[src/rtl/core/bcdcal_pkg.sv]
// shared types, constants and bcd helper functions for the bcd calendar clock
// no dependencies
`default_nettype none

package bcdcal_pkg;

  typedef enum logic {
    OP_TICK = 1'b0,
    OP_SET  = 1'b1
  } op_e;

  // one complete date and time, all fields bcd except the binary weekday
  typedef struct packed {
    logic [7:0] year;
    logic [4:0] month;
    logic [5:0] day;
    logic [2:0] weekday;
    logic [5:0] hour;
    logic [6:0] minute;
    logic [6:0] second;
  } cal_t;

  localparam logic [7:0] YearMax   = 8'h99;
  localparam logic [7:0] YearMin   = 8'h00;
  localparam logic [7:0] MonthMin  = 8'h01;
  localparam logic [7:0] MonthMax  = 8'h12;
  localparam logic [7:0] DayMin    = 8'h01;
  localparam logic [7:0] WdayMin   = 8'h00;
  localparam logic [7:0] WdayMax   = 8'h06;
  localparam logic [7:0] HourMin   = 8'h00;
  localparam logic [7:0] HourMax   = 8'h23;
  localparam logic [7:0] MinSecMin = 8'h00;
  localparam logic [7:0] MinSecMax = 8'h59;

  localparam cal_t CalReset = '{
    year:    8'h00,
    month:   5'h01,
    day:     6'h01,
    weekday: 3'd0,
    hour:    6'h00,
    minute:  7'h00,
    second:  7'h00
  };

  // clamp a raw bcd byte into [lo, hi]; a bad nibble gives hi
  // for valid bcd the plain unsigned order matches the decimal order
  function automatic logic [7:0] bcd_clamp(input logic [7:0] raw,
                                           input logic [7:0] lo,
                                           input logic [7:0] hi);
    logic [7:0] res;
    if (raw[7:4] > 4'd9 || raw[3:0] > 4'd9) begin
      res = hi;
    end else if (raw < lo) begin
      res = lo;
    end else if (raw > hi) begin
      res = hi;
    end else begin
      res = raw;
    end
    return res;
  endfunction

  // increment a valid bcd byte that is below its field maximum
  function automatic logic [7:0] bcd_inc(input logic [7:0] v);
    logic [7:0] res;
    if (v[3:0] == 4'd9) begin
      res = {v[7:4] + 4'd1, 4'h0};
    end else begin
      res = {v[7:4], v[3:0] + 4'd1};
    end
    return res;
  endfunction

  // month length in bcd; bcd year divisible by 4 iff (2*tens + units) mod 4 is 0
  function automatic logic [5:0] month_days(input logic [7:0] year,
                                            input logic [4:0] month);
    logic [1:0] yr_mod;
    logic [5:0] res;
    yr_mod = year[1:0] + {year[4], 1'b0};
    case (month)
      5'h02: begin
        res = (yr_mod == 2'd0) ? 6'h29 : 6'h28;
      end
      5'h04, 5'h06, 5'h09, 5'h11: begin
        res = 6'h30;
      end
      default: begin
        res = 6'h31;
      end
    endcase
    return res;
  endfunction

endpackage

`default_nettype wire

[src/rtl/core/bcd_calendar_clock.sv]
// top level of the bcd calendar clock: input register, set and tick logic, time register
// depends on bcdcal_pkg, bcdcal_set and bcdcal_tick
`default_nettype none

// Takes one word per clock cycle while no result is held back. A word is
// captured in the input register at acceptance; when the time register may
// change, the set normalizer or the one-second incrementer produces the new
// time, which lands in the time register. That register is both the clock's
// state and the result word, so a result is valid from the edge that loads it
// into the time register and stays put until taken. Input ready drops only while a word
// waits behind an untaken result. A set word (op = 1) loads and clamps the new_* bytes;
// a tick word (op = 0) advances one second with carries through weekday, date and year.
module bcd_calendar_clock (
  input  logic        clk_i,
  input  logic        rst_ni,
  input  logic        in_valid_i,
  output logic        in_ready_o,
  input  logic        op_i,
  input  logic [7:0]  new_year_i,
  input  logic [7:0]  new_month_i,
  input  logic [7:0]  new_day_i,
  input  logic [7:0]  new_weekday_i,
  input  logic [7:0]  new_hour_i,
  input  logic [7:0]  new_minute_i,
  input  logic [7:0]  new_second_i,
  output logic        out_valid_o,
  input  logic        out_ready_i,
  output logic [7:0]  year_out_o,
  output logic [4:0]  month_out_o,
  output logic [5:0]  day_out_o,
  output logic [2:0]  weekday_out_o,
  output logic [5:0]  hour_out_o,
  output logic [6:0]  minute_out_o,
  output logic [6:0]  second_out_o
);
  import bcdcal_pkg::*;

  logic       in_valid_q;
  op_e        op_q;
  logic [7:0] year_q;
  logic [7:0] month_q;
  logic [7:0] day_q;
  logic [7:0] wday_q;
  logic [7:0] hour_q;
  logic [7:0] minute_q;
  logic [7:0] second_q;
  logic       out_valid_q;
  cal_t       cal_q;
  cal_t       cal_d;
  cal_t       set_cal;
  cal_t       tick_cal;
  logic       advance;

  // the time register may change only when its current word is gone or leaving
  assign advance    = in_valid_q && (!out_valid_q || out_ready_i);
  assign in_ready_o = !in_valid_q || advance;

  always_ff @(posedge clk_i or negedge rst_ni) begin
    if (!rst_ni) begin
      in_valid_q <= 1'b0;
    end else if (in_ready_o) begin
      in_valid_q <= in_valid_i;
    end
  end

  always_ff @(posedge clk_i) begin
    if (in_valid_i && in_ready_o) begin
      op_q     <= op_e'(op_i);
      year_q   <= new_year_i;
      month_q  <= new_month_i;
      day_q    <= new_day_i;
      wday_q   <= new_weekday_i;
      hour_q   <= new_hour_i;
      minute_q <= new_minute_i;
      second_q <= new_second_i;
    end
  end

  bcdcal_set u_set (
    .new_year_i    (year_q),
    .new_month_i   (month_q),
    .new_day_i     (day_q),
    .new_weekday_i (wday_q),
    .new_hour_i    (hour_q),
    .new_minute_i  (minute_q),
    .new_second_i  (second_q),
    .cal_o         (set_cal)
  );

  bcdcal_tick u_tick (
    .cal_i (cal_q),
    .cal_o (tick_cal)
  );

  assign cal_d = (op_q == OP_SET) ? set_cal : tick_cal;

  always_ff @(posedge clk_i or negedge rst_ni) begin
    if (!rst_ni) begin
      out_valid_q <= 1'b0;
      cal_q       <= CalReset;
    end else begin
      if (advance) begin
        out_valid_q <= 1'b1;
        cal_q       <= cal_d;
      end else if (out_ready_i) begin
        out_valid_q <= 1'b0;
      end
    end
  end

  assign out_valid_o   = out_valid_q;
  assign year_out_o    = cal_q.year;
  assign month_out_o   = cal_q.month;
  assign day_out_o     = cal_q.day;
  assign weekday_out_o = cal_q.weekday;
  assign hour_out_o    = cal_q.hour;
  assign minute_out_o  = cal_q.minute;
  assign second_out_o  = cal_q.second;

endmodule

`default_nettype wire

[src/rtl/core/bcdcal_set.sv]
// normalizes the seven raw bytes of a set word into a legal date and time
// depends on bcdcal_pkg
`default_nettype none

module bcdcal_set (
  input  logic [7:0]        new_year_i,
  input  logic [7:0]        new_month_i,
  input  logic [7:0]        new_day_i,
  input  logic [7:0]        new_weekday_i,
  input  logic [7:0]        new_hour_i,
  input  logic [7:0]        new_minute_i,
  input  logic [7:0]        new_second_i,
  output bcdcal_pkg::cal_t  cal_o
);
  import bcdcal_pkg::*;

  logic [7:0] year_c;
  logic [7:0] month_c;
  logic [7:0] day_c;
  logic [7:0] wday_c;
  logic [7:0] hour_c;
  logic [7:0] minute_c;
  logic [7:0] second_c;
  logic [5:0] day_max;

  assign year_c   = bcd_clamp(new_year_i, YearMin, YearMax);
  assign month_c  = bcd_clamp(new_month_i, MonthMin, MonthMax);
  // day limit follows the already normalized year and month
  assign day_max  = month_days(year_c, month_c[4:0]);
  assign day_c    = bcd_clamp(new_day_i, DayMin, {2'b00, day_max});
  assign wday_c   = bcd_clamp(new_weekday_i, WdayMin, WdayMax);
  assign hour_c   = bcd_clamp({2'b00, new_hour_i[5:0]}, HourMin, HourMax);
  assign minute_c = bcd_clamp(new_minute_i, MinSecMin, MinSecMax);
  assign second_c = bcd_clamp(new_second_i, MinSecMin, MinSecMax);

  assign cal_o.year    = year_c;
  assign cal_o.month   = month_c[4:0];
  assign cal_o.day     = day_c[5:0];
  assign cal_o.weekday = wday_c[2:0];
  assign cal_o.hour    = hour_c[5:0];
  assign cal_o.minute  = minute_c[6:0];
  assign cal_o.second  = second_c[6:0];

endmodule

`default_nettype wire

[src/rtl/core/bcdcal_tick.sv]
// advances a legal date and time by one second with the full carry chain
// depends on bcdcal_pkg
`default_nettype none

module bcdcal_tick (
  input  bcdcal_pkg::cal_t  cal_i,
  output bcdcal_pkg::cal_t  cal_o
);
  import bcdcal_pkg::*;

  logic [7:0] sec_inc;
  logic [7:0] min_inc;
  logic [7:0] hour_inc;
  logic [7:0] day_inc;
  logic [7:0] month_inc;
  logic [7:0] year_inc;
  logic [5:0] day_max;
  logic       sec_wrap;
  logic       min_wrap;
  logic       hour_wrap;
  logic       day_wrap;
  logic       month_wrap;

  assign sec_inc   = bcd_inc({1'b0, cal_i.second});
  assign min_inc   = bcd_inc({1'b0, cal_i.minute});
  assign hour_inc  = bcd_inc({2'b00, cal_i.hour});
  assign day_inc   = bcd_inc({2'b00, cal_i.day});
  assign month_inc = bcd_inc({3'b000, cal_i.month});
  assign year_inc  = bcd_inc(cal_i.year);
  assign day_max   = month_days(cal_i.year, cal_i.month);

  assign sec_wrap   = (cal_i.second == MinSecMax[6:0]);
  assign min_wrap   = sec_wrap && (cal_i.minute == MinSecMax[6:0]);
  assign hour_wrap  = min_wrap && (cal_i.hour == HourMax[5:0]);
  assign day_wrap   = hour_wrap && (cal_i.day == day_max);
  assign month_wrap = day_wrap && (cal_i.month == MonthMax[4:0]);

  always_comb begin
    cal_o = cal_i;
    cal_o.second = sec_wrap ? MinSecMin[6:0] : sec_inc[6:0];
    if (sec_wrap) begin
      cal_o.minute = min_wrap ? MinSecMin[6:0] : min_inc[6:0];
    end
    if (min_wrap) begin
      cal_o.hour = hour_wrap ? HourMin[5:0] : hour_inc[5:0];
    end
    if (hour_wrap) begin
      cal_o.weekday = (cal_i.weekday == WdayMax[2:0]) ? WdayMin[2:0] :
                      cal_i.weekday + 3'd1;
      cal_o.day = day_wrap ? DayMin[5:0] : day_inc[5:0];
    end
    if (day_wrap) begin
      cal_o.month = month_wrap ? MonthMin[4:0] : month_inc[4:0];
    end
    if (month_wrap) begin
      cal_o.year = (cal_i.year == YearMax) ? YearMin : year_inc;
    end
  end

endmodule

`default_nettype wire

[config.mk]
export PLATFORM = sky130hd
export DESIGN_NAME = bcd_calendar_clock
export DESIGN_NICKNAME = d
export VERILOG_FILES = /design/src/rtl/core/bcdcal_pkg.sv /design/src/rtl/core/bcd_calendar_clock.sv /design/src/rtl/core/bcdcal_set.sv /design/src/rtl/core/bcdcal_tick.sv
export SDC_FILE = /design/constraint.sdc
export NUM_CORES = 1
export LEC_CHECK = 0
export ABC_AREA = 1
export BUFFER_PORTS_ARGS = -buffer_cell sky130_fd_sc_hd__buf_2
export CAP_MARGIN = 20
export CORE_ASPECT_RATIO = 1.4
export CORE_UTILIZATION = 50
export CTS_BUF_LIST = sky130_fd_sc_hd__clkbuf_16
export CTS_CLUSTER_DIAMETER = 120
export DETAILED_ROUTE_END_ITERATION = 10
export PLACE_DENSITY = 0.76
export SLEW_MARGIN = 20
export SYNTH_ARGS = -nofsm -noshare
export SYNTH_HDL_FRONTEND = slang
export SYNTH_SLANG_ARGS = --single-unit
[constraint.sdc]
create_clock -name clk_i -period 2.4 [get_ports clk_i]
set_input_delay 0.24 -clock clk_i [delete_from_list [all_inputs] [get_ports clk_i]]
set_output_delay 0.24 -clock clk_i [all_outputs]
set_load 0.005 [all_outputs]
==> flow_metrics.tcl <==
set metrics [dict create \
    status "finished, violations left" \
    violations "negative setup slack" \
    top_level_ports 105 \
    yosys-top-cells-count "nand2_1, inv_1, nor2_1" \
    p_leak_nw 3.10 \
    yosysWarnings 0 \
    post-route-period-util 1.07 \
    synth_top_family_by_area "simple AND/OR/NAND/NOR gates" \
    dieArea_sq_mm 0.0112 \
    synth_cells 593 \
    synthArstFlopShare 0.444 \
    antenna_found_initial 0 \
    antenna_cells 0 \
    synth_cell_types 45 \
    seq_power_share 0.443 \
    wl_microns 12000 \
    grt_pass1_vias 4388 \
    layout-drive-gt1-share 0.304 \
    vias 4497 \
    tightest_slew_ps 557 \
    chipHeight_microns 125 \
    clk_latency_ps 340 \
    ctsLongestPathBuffers 2 \
    synth.cell_area_sq_mm 0.00538 \
    synth_ff_type "edfxtp_1" \
    start_kind "flip-flop" \
    finalSetupTns_ps -573 \
    synth-xor-area-share 0.0260 \
    powerDensity_mw_per_mm2 915 \
    ys_seq_elements 99 \
    vias_per_cell 5.19 \
    place.gp.congestion 0.867 \
    grt_max_degree 38 \
    worstPathRequired_ps 2660 \
    critPathKind "reg -> reg" \
    post-route-drc-count 0 \
    cts_buffers 9 \
    vdd_drop_max_v 0.000592 \
    min_period_ps 2560 \
    dp_hpwl_microns 8810 \
    switchingPower_mw 2.28 \
    htree_num_levels 3 \
    portBuffers 102 \
    setup_viol 5 \
    drtPass1Iterations 5 \
    tritoncts "built" \
    cap_violations 0 \
    start_util 0.517 \
    worstPathArrival_ps 2830 \
    design_area_sq_mm 0.00665 \
    drt_iter0_drc 190 \
    p_int_mw 3.81 \
    slew_headroom 0.628 \
    synth_fa_ha_area_frac 0.0465 \
    skew_ps 8.32 \
    grtUsageTotal 0.228 \
    core_sq_mm 0.0104 \
    clkSinkCount 99 \
    grt-ovfl-total 0 \
    muxShareOfSynthArea 0.00419 \
    fin_nets 804 \
    synth_area_per_cell_sq_um 9.07 \
    swShare 0.374 \
    finalWorstSetupSlack_ps -163 \
    end_kind "flip-flop" \
    clkTransAtPathRegs_ps 60 \
    rsz0062_at_grt "yes" \
    synth_nets 674 \
    final-hold-violation-count 0 \
    yosysMostFrequentCell "nand2_1" \
    synth-compound-area-share 0.101 \
    rows 44 \
    synth_largest_type_area_fraction 0.307 \
    pwr-share-comb 0.347 \
    synth_top_cell_by_area "edfxtp_1" \
    fmax_ghz 0.390 \
    worstHoldPathType "in -> reg" \
    finalMaxSlewViolations 0 \
    synth_enable_flop_cells 55 \
    synth-simple-area-share 0.245 \
    wl_per_cell_microns 13.8 \
    placed_cell_area_sq_mm 0.00618 \
    synthTopCellsByArea "edfxtp_1, dfrtp_1, nand2_1, inv_1, ha_1" \
    cp_max_fo 5 \
    syn_to_final_growth_pct 23.6 \
    fp.dieW_microns 89.7 \
    ys_seq_area_frac 0.512 \
    cts_root_buffer "clkbuf_16" \
    postRouteAntennaNets 0 \
    power.share.clock 0.209 \
    grt_pass1_wl_microns 19400 \
]
-- repair_timing --
item	CTS	global route
pin swaps	9	17
hold buffers	1	0
gates cloned	0	0
endpoints found under the hold margin	7	0
resized for setup	20	30
setup endpoints to repair	5	5
buffers inserted	4	2
-- cell type report --
| class | instances | area (sq um) |
|---|---|---|
| Sequential cell | 99 | 2760 |
| Timing Repair Buffer | 127 | 728 |
| Inverter | 82 | 313 |
| Clock buffer | 9 | 225 |
| Clock inverter | 7 | 31.3 |
| Multi-Input combinational cell | 404 | 2430 |
| Tap cell | 138 | 173 |
| Fill cell | 813 | 3750 |
-- worst max-delay path: stages (launching register included) --
cell      delay, ps
edfxtp_1        430
inv_1            90
nand2_2          80
nor2_4          160
buf_6           120
nand3_2          70
nand2_2         100
nand2_4          70
nand3_4          80
inv_2            50
buf_6           110
ha_4            260
nand3_2          60
o21ai_1          70
nand2_1          60
nand2_1          80
nand2_2          80
buf_4           170
a21oi_2         130
nor2_1           60
a21oi_1         130
-- worst paths after layout --
check	start	end	slack (ps)	cells after the start
setup / recovery	month_q[7]	day_out_o[3]	-160	20
min in group asynchronous	rst_ni	second_out_o[5]	270	2
setup reg to reg	month_q[7]	day_out_o[3]	-160	20
max in group asynchronous	rst_ni	day_out_o[0]	1360	3
hold / removal	new_second_i[1]	second_q[1]	70	1
hold reg to reg	year_out_o[7]	year_out_o[7]	510	2
-- power groups by stage --
stage / combinational [mW] / sequential, mW / clock [mW]
floorplan: 1.35 / 2.65 / 0
global placement: 1.99 / 2.69 / 0
detailed placement: 2.08 / 2.72 / 0
CTS: 2.11 / 2.69 / 1.29
global route: 2.40 / 2.76 / 1.36
finish: 2.12 / 2.70 / 1.27
-- placed cells by master (no fill, tap or decap), drive strengths merged, types with 3 or more instances in the layout --
master / instances
nand2: 127
buf: 126
inv: 85
nor2: 70
edfxtp: 55
nand3: 51
o21ai: 48
dfrtp: 42
ha: 20
a21oi: 17
xor2: 12
nand4: 11
a31oi: 10
clkbuf: 9
o31ai: 5
nor3: 5
xnor2: 4
a22oi: 4
or2: 3
o21a: 3
nor3b: 3
clkinv: 3
-- layer usage --
metal  share of wire  GRT usage  vias to the layer above
met3           0.033     0.0451                       24
met2            0.56      0.412                      105
met4           0.019     0.0868                        0
met5               0          0                        -
li1                -          -                     2239
met1            0.39      0.254                     2129
-- metrics by stage --
step | hold slack, ps | total power, mW | std cells | worst slack [ps] | util
2_1_floorplan | -55.6 | 4.00 | 593 | 47.0 | -
3_3_place_gp | 99.9 | 4.68 | 843 | -129 | 0.594
3_5_place_dp | 107 | 4.79 | 843 | -217 | 0.594
4_1_cts | 62.6 | 6.09 | 864 | -72.1 | 0.627
5_1_grt | 53.4 | 6.52 | 866 | -341 | 0.639
6_report | 71.2 | 6.09 | 866 | -163 | 0.639
-- cell families (layout without fill, tap and decap cells) --
kind of cell,count (synthesis),in the layout
fa+ha+maj,20,20
mux,2,2
xor+xnor,16,16
flops,99,99
compound gates,94,94
buf+inv,90,225
simple gates,272,272
-- sequential cells by signal, summed over array words and instances (netlist names) --
signal,flops
year_q,8
weekday_out_o,3
hour_out_o,6
day_out_o,6
second_out_o,7
wday_q,8
minute_out_o,7
in_valid_q,1
minute_q,8
day_q,8
month_q,8
month_out_o,5
year_out_o,8
op_q,1
second_q,8
out_valid_o,1
hour_q,6
No activity file was read; power rests on OpenSTA's default activity.
